--- config.mk ---
export PLATFORM = sky130hd
export DESIGN_NAME = usb_c_role_detector
export DESIGN_NICKNAME = d
export VERILOG_FILES = /design/src/ucrd_pkg.sv /design/src/ucrd_regs.sv /design/src/ucrd_core.sv /design/src/usb_c_role_detector.sv
export SDC_FILE = /design/constraint.sdc
export NUM_CORES = 1
export LEC_CHECK = 0
export BUFFER_PORTS_ARGS = -buffer_cell sky130_fd_sc_hd__buf_2
export CORE_MARGIN = 2
export CORE_UTILIZATION = 57
export CTS_CLUSTER_DIAMETER = 120
export CTS_CLUSTER_SIZE = 25
export DETAILED_ROUTE_END_ITERATION = 12
export GPL_ROUTABILITY_DRIVEN = 0
export GPL_TIMING_DRIVEN = 0
export PLACE_DENSITY = 0.81
export SYNTH_ARGS = -nofsm -noshare
export SYNTH_HDL_FRONTEND = slang
export SYNTH_SLANG_ARGS = --single-unit
export TNS_END_PERCENT = 5
--- constraint.sdc ---
create_clock -name aclk -period 4.5 [get_ports aclk]
set_input_delay 0.45 -clock aclk [delete_from_list [all_inputs] [get_ports aclk]]
set_output_delay 0.45 -clock aclk [all_outputs]
set_load 0.05 [all_outputs]
--- src/ucrd_pkg.sv ---
// ----------------------------------------------------------------------------
// ucrd_pkg
// Shared types and constants of the USB Type-C role detector.
// ----------------------------------------------------------------------------
package ucrd_pkg;

    localparam int CC_BITS   = 12;
    localparam int CNT_BITS  = 8;
    localparam int ADDR_BITS = 5;
    localparam int DATA_BITS = 32;

    typedef enum logic [1:0] {
        ROLE_IDLE    = 2'd0,
        ROLE_DEVICE  = 2'd1,
        ROLE_HOST    = 2'd2,
        ROLE_UNKNOWN = 2'd3
    } role_t;

    typedef enum logic [2:0] {
        REG_IDLE_DEBOUNCE  = 3'd0,
        REG_CHATTER_LIMIT  = 3'd1,
        REG_CC_FLOOR       = 3'd2,
        REG_CC_CEILING     = 3'd3,
        REG_HOST_ALLOWED   = 3'd4,
        REG_DEVICE_ALLOWED = 3'd5,
        REG_SPARE_6        = 3'd6,
        REG_SPARE_7        = 3'd7
    } reg_index_t;

    localparam logic [CNT_BITS-1:0] IDLE_DEBOUNCE_RESET = CNT_BITS'(10);
    localparam logic [CNT_BITS-1:0] CHATTER_LIMIT_RESET = CNT_BITS'(20);
    localparam logic [CC_BITS-1:0]  CC_FLOOR_RESET      = CC_BITS'(4095 / 20);
    localparam logic [CC_BITS-1:0]  CC_CEILING_RESET    = CC_BITS'(1000);
    localparam logic [CNT_BITS-1:0] CNT_MAX             = {CNT_BITS{1'b1}};

    typedef struct packed {
        logic [CNT_BITS-1:0] idle_debounce_needed;
        logic [CNT_BITS-1:0] chatter_limit;
        logic [CC_BITS-1:0]  cc_floor;
        logic [CC_BITS-1:0]  cc_ceiling;
        logic                host_role_allowed;
        logic                device_role_allowed;
    } cfg_t;

    typedef struct packed {
        logic        vbus_sense;
        logic        enable_sense;
        logic [11:0] cc1_level;
        logic [11:0] cc2_level;
        logic        sense_ok;
        logic        start_ok;
    } in_beat_t;

    typedef struct packed {
        logic [1:0] role;
        logic       enable_drive;
        logic       ufp_drive;
        logic       host_start;
        logic       device_start;
        logic       host_stop;
        logic       device_stop;
        logic       device_ready;
        logic       role_entry;
    } out_beat_t;

endpackage

--- src/ucrd_regs.sv ---
// ----------------------------------------------------------------------------
// ucrd_regs
// APB-style configuration registers of the role detector.
// ----------------------------------------------------------------------------
module ucrd_regs import ucrd_pkg::*; (
    input  logic                 aclk,
    input  logic                 aresetn,
    input  logic                 psel,
    input  logic                 penable,
    input  logic                 pwrite,
    input  logic [ADDR_BITS-1:0] paddr,
    input  logic [DATA_BITS-1:0] pwdata,
    output logic [DATA_BITS-1:0] prdata,
    output logic                 pready,
    output cfg_t                 cfg
);

    cfg_t       cfg_reg;
    reg_index_t index;
    logic       wr_en;

    assign index  = reg_index_t'(paddr[ADDR_BITS-1:2]);
    assign wr_en  = psel && penable && pwrite;
    assign pready = 1'b1;
    assign cfg    = cfg_reg;

    always_ff @(posedge aclk) begin
        if (!aresetn) begin
            cfg_reg.idle_debounce_needed <= IDLE_DEBOUNCE_RESET;
            cfg_reg.chatter_limit        <= CHATTER_LIMIT_RESET;
            cfg_reg.cc_floor             <= CC_FLOOR_RESET;
            cfg_reg.cc_ceiling           <= CC_CEILING_RESET;
            cfg_reg.host_role_allowed    <= 1'b1;
            cfg_reg.device_role_allowed  <= 1'b1;
        end else if (wr_en) begin
            unique case (index)
                REG_IDLE_DEBOUNCE:  cfg_reg.idle_debounce_needed <= pwdata[CNT_BITS-1:0];
                REG_CHATTER_LIMIT:  cfg_reg.chatter_limit        <= pwdata[CNT_BITS-1:0];
                REG_CC_FLOOR:       cfg_reg.cc_floor             <= pwdata[CC_BITS-1:0];
                REG_CC_CEILING:     cfg_reg.cc_ceiling           <= pwdata[CC_BITS-1:0];
                REG_HOST_ALLOWED:   cfg_reg.host_role_allowed    <= pwdata[0];
                REG_DEVICE_ALLOWED: cfg_reg.device_role_allowed  <= pwdata[0];
                default: ;
            endcase
        end
    end

    always_comb begin
        prdata = '0;
        unique case (index)
            REG_IDLE_DEBOUNCE:  prdata = DATA_BITS'(cfg_reg.idle_debounce_needed);
            REG_CHATTER_LIMIT:  prdata = DATA_BITS'(cfg_reg.chatter_limit);
            REG_CC_FLOOR:       prdata = DATA_BITS'(cfg_reg.cc_floor);
            REG_CC_CEILING:     prdata = DATA_BITS'(cfg_reg.cc_ceiling);
            REG_HOST_ALLOWED:   prdata = DATA_BITS'(cfg_reg.host_role_allowed);
            REG_DEVICE_ALLOWED: prdata = DATA_BITS'(cfg_reg.device_role_allowed);
            default:            prdata = '0;
        endcase
    end

endmodule

--- src/ucrd_core.sv ---
// ----------------------------------------------------------------------------
// ucrd_core
// Role state, debounce and chatter counters, and the per-tick update.
// ----------------------------------------------------------------------------
module ucrd_core import ucrd_pkg::*; (
    input  logic      aclk,
    input  logic      aresetn,
    input  cfg_t      cfg,
    input  logic      step,
    input  in_beat_t  beat,
    output out_beat_t result
);

    role_t               role_reg, role_next;
    logic                pend_reg, pend_next;
    role_t               cand_reg, cand_next;
    logic [CNT_BITS-1:0] match_reg, match_next;
    logic [CNT_BITS-1:0] miss_reg, miss_next;
    logic                hs_reg, hs_next;
    logic                ds_reg, ds_next;
    logic                dr_reg, dr_next;

    role_t               sensed;
    logic                cc1_hit, cc2_hit;
    logic [CNT_BITS-1:0] match_inc, miss_inc;
    logic                h_start, d_start, h_stop, d_stop, entry;

    assign cc1_hit = (beat.cc1_level[CC_BITS-1:0] > cfg.cc_floor) &&
                     (beat.cc1_level[CC_BITS-1:0] < cfg.cc_ceiling);
    assign cc2_hit = (beat.cc2_level[CC_BITS-1:0] > cfg.cc_floor) &&
                     (beat.cc2_level[CC_BITS-1:0] < cfg.cc_ceiling);

    always_comb begin
        if (!beat.sense_ok) begin
            sensed = ROLE_UNKNOWN;
        end else if (beat.vbus_sense && !beat.enable_sense) begin
            sensed = ROLE_DEVICE;
        end else if (cc1_hit || cc2_hit) begin
            sensed = ROLE_HOST;
        end else begin
            sensed = ROLE_IDLE;
        end
    end

    assign match_inc = (match_reg == CNT_MAX) ? match_reg : match_reg + CNT_BITS'(1);
    assign miss_inc  = (miss_reg == CNT_MAX) ? miss_reg : miss_reg + CNT_BITS'(1);

    always_comb begin
        role_next  = role_reg;
        pend_next  = pend_reg;
        cand_next  = cand_reg;
        match_next = match_reg;
        miss_next  = miss_reg;
        hs_next    = hs_reg;
        ds_next    = ds_reg;
        dr_next    = dr_reg;
        h_start    = 1'b0;
        d_start    = 1'b0;
        h_stop     = 1'b0;
        d_stop     = 1'b0;
        entry      = 1'b0;
        unique case (role_reg)
            ROLE_IDLE: begin
                if (pend_reg) begin
                    h_stop    = 1'b1;
                    d_stop    = 1'b1;
                    hs_next   = 1'b0;
                    ds_next   = 1'b0;
                    dr_next   = 1'b0;
                    pend_next = 1'b0;
                    entry     = 1'b1;
                end else if (sensed == ROLE_UNKNOWN || sensed == ROLE_IDLE) begin
                    match_next = '0;
                    cand_next  = ROLE_IDLE;
                end else if (sensed != cand_reg) begin
                    cand_next  = sensed;
                    match_next = '0;
                end else begin
                    match_next = match_inc;
                    if (match_inc >= cfg.idle_debounce_needed) begin
                        role_next = sensed;
                        pend_next = 1'b1;
                    end
                end
            end
            ROLE_HOST, ROLE_DEVICE: begin
                if (role_reg == ROLE_HOST) begin
                    d_stop  = 1'b1;
                    ds_next = 1'b0;
                    dr_next = 1'b0;
                end else begin
                    h_stop  = 1'b1;
                    hs_next = 1'b0;
                end
                if (pend_reg) begin
                    pend_next = 1'b0;
                    miss_next = '0;
                    entry     = 1'b1;
                    if (role_reg == ROLE_HOST) begin
                        hs_next = 1'b0;
                    end else begin
                        ds_next = 1'b0;
                    end
                end else if (sensed != role_reg) begin
                    miss_next = miss_inc;
                    if (miss_inc >= cfg.chatter_limit) begin
                        role_next = ROLE_IDLE;
                        pend_next = 1'b1;
                        miss_next = '0;
                    end
                end else begin
                    miss_next = '0;
                    if (role_reg == ROLE_HOST) begin
                        if (!hs_reg && cfg.host_role_allowed) begin
                            h_start = 1'b1;
                            if (beat.start_ok) begin
                                hs_next = 1'b1;
                            end
                        end
                    end else begin
                        if (!ds_reg && cfg.device_role_allowed) begin
                            d_start = 1'b1;
                            ds_next = beat.start_ok;
                            dr_next = beat.start_ok;
                        end
                    end
                end
            end
            default: begin
                role_next = ROLE_IDLE;
                pend_next = 1'b1;
            end
        endcase
    end

    always_comb begin
        result.role         = role_next;
        result.enable_drive = (role_next == ROLE_HOST) && !pend_next;
        result.ufp_drive    = (role_next == ROLE_DEVICE) && !pend_next;
        result.host_start   = h_start;
        result.device_start = d_start;
        result.host_stop    = h_stop;
        result.device_stop  = d_stop;
        result.device_ready = dr_next;
        result.role_entry   = entry;
    end

    always_ff @(posedge aclk) begin
        if (!aresetn) begin
            role_reg  <= ROLE_IDLE;
            pend_reg  <= 1'b1;
            cand_reg  <= ROLE_IDLE;
            match_reg <= '0;
            miss_reg  <= '0;
            hs_reg    <= 1'b0;
            ds_reg    <= 1'b0;
            dr_reg    <= 1'b0;
        end else if (step) begin
            role_reg  <= role_next;
            pend_reg  <= pend_next;
            cand_reg  <= cand_next;
            match_reg <= match_next;
            miss_reg  <= miss_next;
            hs_reg    <= hs_next;
            ds_reg    <= ds_next;
            dr_reg    <= dr_next;
        end
    end

endmodule

--- src/usb_c_role_detector.sv ---
// ----------------------------------------------------------------------------
// usb_c_role_detector
// USB Type-C role detection with idle debounce and active-role chatter limit.
// ----------------------------------------------------------------------------
// Each accepted input beat is one sensing tick and yields exactly one result
// beat. A beat is captured in an input register, its role update is computed
// combinationally against the role state, and the result lands in an output
// register, so a result passes the input register and then the output
// register before it is offered, and a new beat can be accepted every cycle
// as long as results are taken. The input side stalls only while the input
// register holds a beat and the output register holds an untaken result.
module usb_c_role_detector import ucrd_pkg::*; (
    input  logic                 aclk,
    input  logic                 aresetn,
    input  logic                 s_valid,
    output logic                 s_ready,
    input  in_beat_t             s_data,
    output logic                 m_valid,
    input  logic                 m_ready,
    output out_beat_t            m_data,
    input  logic                 psel,
    input  logic                 penable,
    input  logic                 pwrite,
    input  logic [ADDR_BITS-1:0] paddr,
    input  logic [DATA_BITS-1:0] pwdata,
    output logic [DATA_BITS-1:0] prdata,
    output logic                 pready
);

    cfg_t      cfg;
    in_beat_t  in_data_reg;
    logic      in_valid_reg;
    out_beat_t out_data_reg;
    logic      out_valid_reg;
    out_beat_t result;
    logic      advance;

    assign advance = in_valid_reg && (!out_valid_reg || m_ready);
    assign s_ready = !in_valid_reg || advance;
    assign m_valid = out_valid_reg;
    assign m_data  = out_data_reg;

    ucrd_regs u_regs (
        .aclk    (aclk),
        .aresetn (aresetn),
        .psel    (psel),
        .penable (penable),
        .pwrite  (pwrite),
        .paddr   (paddr),
        .pwdata  (pwdata),
        .prdata  (prdata),
        .pready  (pready),
        .cfg     (cfg)
    );

    ucrd_core u_core (
        .aclk    (aclk),
        .aresetn (aresetn),
        .cfg     (cfg),
        .step    (advance),
        .beat    (in_data_reg),
        .result  (result)
    );

    always_ff @(posedge aclk) begin
        if (!aresetn) begin
            in_valid_reg  <= 1'b0;
            out_valid_reg <= 1'b0;
        end else begin
            if (s_ready) begin
                in_valid_reg <= s_valid;
            end
            if (advance) begin
                out_valid_reg <= 1'b1;
            end else if (m_ready) begin
                out_valid_reg <= 1'b0;
            end
        end
    end

    always_ff @(posedge aclk) begin
        if (s_valid && s_ready) begin
            in_data_reg <= s_data;
        end
        if (advance) begin
            out_data_reg <= result;
        end
    end

endmodule

==> results.yml <==
outcome:
  status: "completed"
clock_network:
  cts_buffers: 9
  clock_path_buffers: 2
  cts_resized: 0
  cts_sinks: 106
  cts_hold_buf: 0
  tritoncts: "yes"
  cts_root_buffer: "clkbuf_16"
  post-cts-setup-buffers: 0
  h-tree-depth: 3
  insertion_delay_ns: 0.35
  clk_pin_slew_ns: 0.07
critical_path:
  r2r-start: "u_regs.cfg[12]$_SDFFE_PN0P_"
  cp.depth: 14
  r2r_cells: 14
  rrSetupSlack_ns: 0.28
  crit_buf_inv: 1
  rr_endpoint: "m_data[6]$_DFFE_PP_"
  slowest_delay_ns: 0.43
  crit_path_max_fanout: 4
  worstPathArrival_ns: 4.29
  crit_required_ns: 4.57
  critPathTopFamily: "compound AO/OA/AOI/OAI gates"
  worstPathCellList: "inv_1 > ha_1 > nand4_1 > nor4_1 > o41ai_1 > and3_4 > a311oi_4 > ha_1 > a21oi_1 > o21ai_0 > nor4_1 > mux2i_1 > o311ai_1 > a2111oi_2"
  startpoint_type: "flip-flop"
  end_kind: "flip-flop"
  crit_path_top_delay_cell: "nor4_1"
  worstSetupPathType: "flip-flop to flip-flop"
synth:
  synth_top_area_cell: "dfxtp_1"
  ys_seq_area_share_pct: 38.1
  synth_edf_count: 38
  ys_async_sr_fraction_pct: 0
  syn_area_um2: 6570
  ys_ff_latch: 106
  synth_common_cells: "nand2_1 (104), ha_1 (71), dfxtp_1 (68)"
  synth.area.top_cells: "dfxtp_1 (21%), edfxtp_1 (17%), ha_1 (14%), nand2_1 (5.9%), a21oi_1 (4.0%)"
  ys_warn_count: 0
  synth_top_cell_area_share_pct: 20.7
  ys.flop_type: "dfxtp_1"
  syn_area_per_cell_um2: 9.15
  synth_cell_types: 61
  syn_inst: 718
  yosysMostFrequentCell: "nand2_1"
min_path:
  whs_endpoint: "in_data_reg[24]$_DFFE_PP_"
  min_from: "s_data[24]"
  hold_path.class: "input port to flip-flop"
  whs_path_depth: 1
timing:
  fin_hold_ws_ns: 0.271
  fin_skew_ns: 0.00690
  post-route-min-period_ns: 4.22
  max_clock_freq_mhz: 237
  rsz0062_at_grt: "no"
  tightest_slew_ns: 1.16
  fin_ws_ns: 0.279
  drv_slew: 0
  finalHoldViolCount: 0
  setup_viol: 0
  finalCritPeriodShare_pct: 93.8
  slew-limit-headroom_pct: 22.4
  finalSetupTns_ns: 0
layout:
  largest_reg_flops: 42
  area_delta_synth_final_pct: 13.4
  fin_nets: 962
  diodes: 0
  nFillCells: 902
  drive_above_1_share_pct: 15.9
pwr:
  powerDensity_nw_per_um2: 277
  p_leak_uw: 0.00309
  ir_drop_mv: 0.193
  power.total_uw: 2060
detailed_routing:
  wl_per_cell_um: 16.3
  totalWireLength_um: 15800
  drtPass1Iterations: 7
  drtIter0Drc: 340
  num_vias: 5622
  drc: 0
  antenna_left: 0
  via_per_inst: 5.81
global_routing:
  grt_pass1_wl_um: 25600
  grt_use_met1_pct: 28.6
  grt_max_degree: 29
  first_global_vias: 5562
  use_met2_pct: 45.7
  grt_usage_pct: 25.5
  grt_overflow: 0
  grt.busiest_layer: "met2"
  antenna_found_initial: 0
  grtUsageMet3_pct: 4.57
floorplanning:
  initial_utilization_pct: 58.0
  die_x_um: 111
  coreArea_um2: 11300
  io_pins: 117
  core.rowCount: 39
  die_h_um: 111
  dieArea_um2: 12400
placed_design:
  hpwl_um: 12400
  preCtsSetupSlack_ns: 0.452
  io_buffers: 71
flow_run:
  drv_cap: 0
## per-layer routing
metal,vias to the layer above,wire length (um)
met5,-,0
met4,0,618
met3,46,895
met2,224,8120
met1,2612,6180
li1,2740,-
## placed cells by master, fill, tap and decap left out, types with 14 or more instances in the layout
master / Yosys / final
buf_4: 21 / 21
buf_2: 2 / 73
a21oi_1: 52 / 52
conb_1: 2 / 21
nand4_1: 23 / 23
nand2_1: 104 / 104
dfxtp_1: 68 / 68
inv_1: 54 / 54
edfxtp_1: 38 / 38
clkbuf_1: 18 / 19
nand3_1: 19 / 19
mux2i_1: 26 / 26
nor2b_1: 14 / 14
o211ai_1: 19 / 19
ha_1: 71 / 71
nor2_1: 42 / 42
## worst max path at each step
stage                                           from                   to
global placement          u_regs.cfg[9]$_SDFFE_PN1P_  m_data[7]$_DFFE_PP_
global route             u_regs.cfg[12]$_SDFFE_PN0P_  m_data[6]$_DFFE_PP_
floorplan           u_core.match_reg[0]$_SDFFE_PN0P_  m_data[6]$_DFFE_PP_
detailed placement        u_regs.cfg[9]$_SDFFE_PN1P_  m_data[6]$_DFFE_PP_
CTS                      u_regs.cfg[12]$_SDFFE_PN0P_  m_data[6]$_DFFE_PP_
finish                   u_regs.cfg[12]$_SDFFE_PN0P_  m_data[6]$_DFFE_PP_
## final cells by class
class	instances	area, um^2	share of cell area (%)
Multi-Input combinational cell	529	3670	49.3
Sequential cell	106	2500	33.6
Timing Repair Buffer	71	355	4.77
Clock buffer	12	256	3.44
Buffer	46	254	3.41
Inverter	56	210	2.82
Tap cell	143	179	2.40
Clock inverter	4	16.3	0.218
## logic make-up after synthesis
kind of cell | after synthesis | synth area share [%]
AO/OA/AOI/OAI | 132 | 13.9
XOR/XNOR | 9 | 1.20
adder cells (fa/ha/maj) | 71 | 13.5
buffers and inverters | 102 | 7.07
flip-flops | 106 | 38.1
multiplexers | 35 | 6.70
other | 2 | 0.114
AND/OR/NAND/NOR | 261 | 19.4
## worst reg2reg max path: cells and delay by family (launching register included)
family                     cells  cell delay [ns]
AOI/OAI and AO/OA              6             1.43
muxes                          1             0.16
buffers and inverters          1             0.09
DFF                            1             0.37
and+or+nand+nor                4             1.28
adders and majority gates      2             0.61
## power by group
part           internal, uW  total (uW)  switching [uW]
combinational          94.5         294             200
sequential             1020        1030            13.5
clock                   399         734             335
total                  1510        2060             548
## through the flow
stage | utilization (%) | area [um^2] | std cells
floorplan | - | 6640 | 737
global placement | 63.4 | 7170 | 951
detailed placement | 63.4 | 7170 | 951
CTS | 65.8 | 7450 | 967
global route | 65.8 | 7450 | 967
finish | 65.8 | 7450 | 967
(Power assumes the default switching activity.)
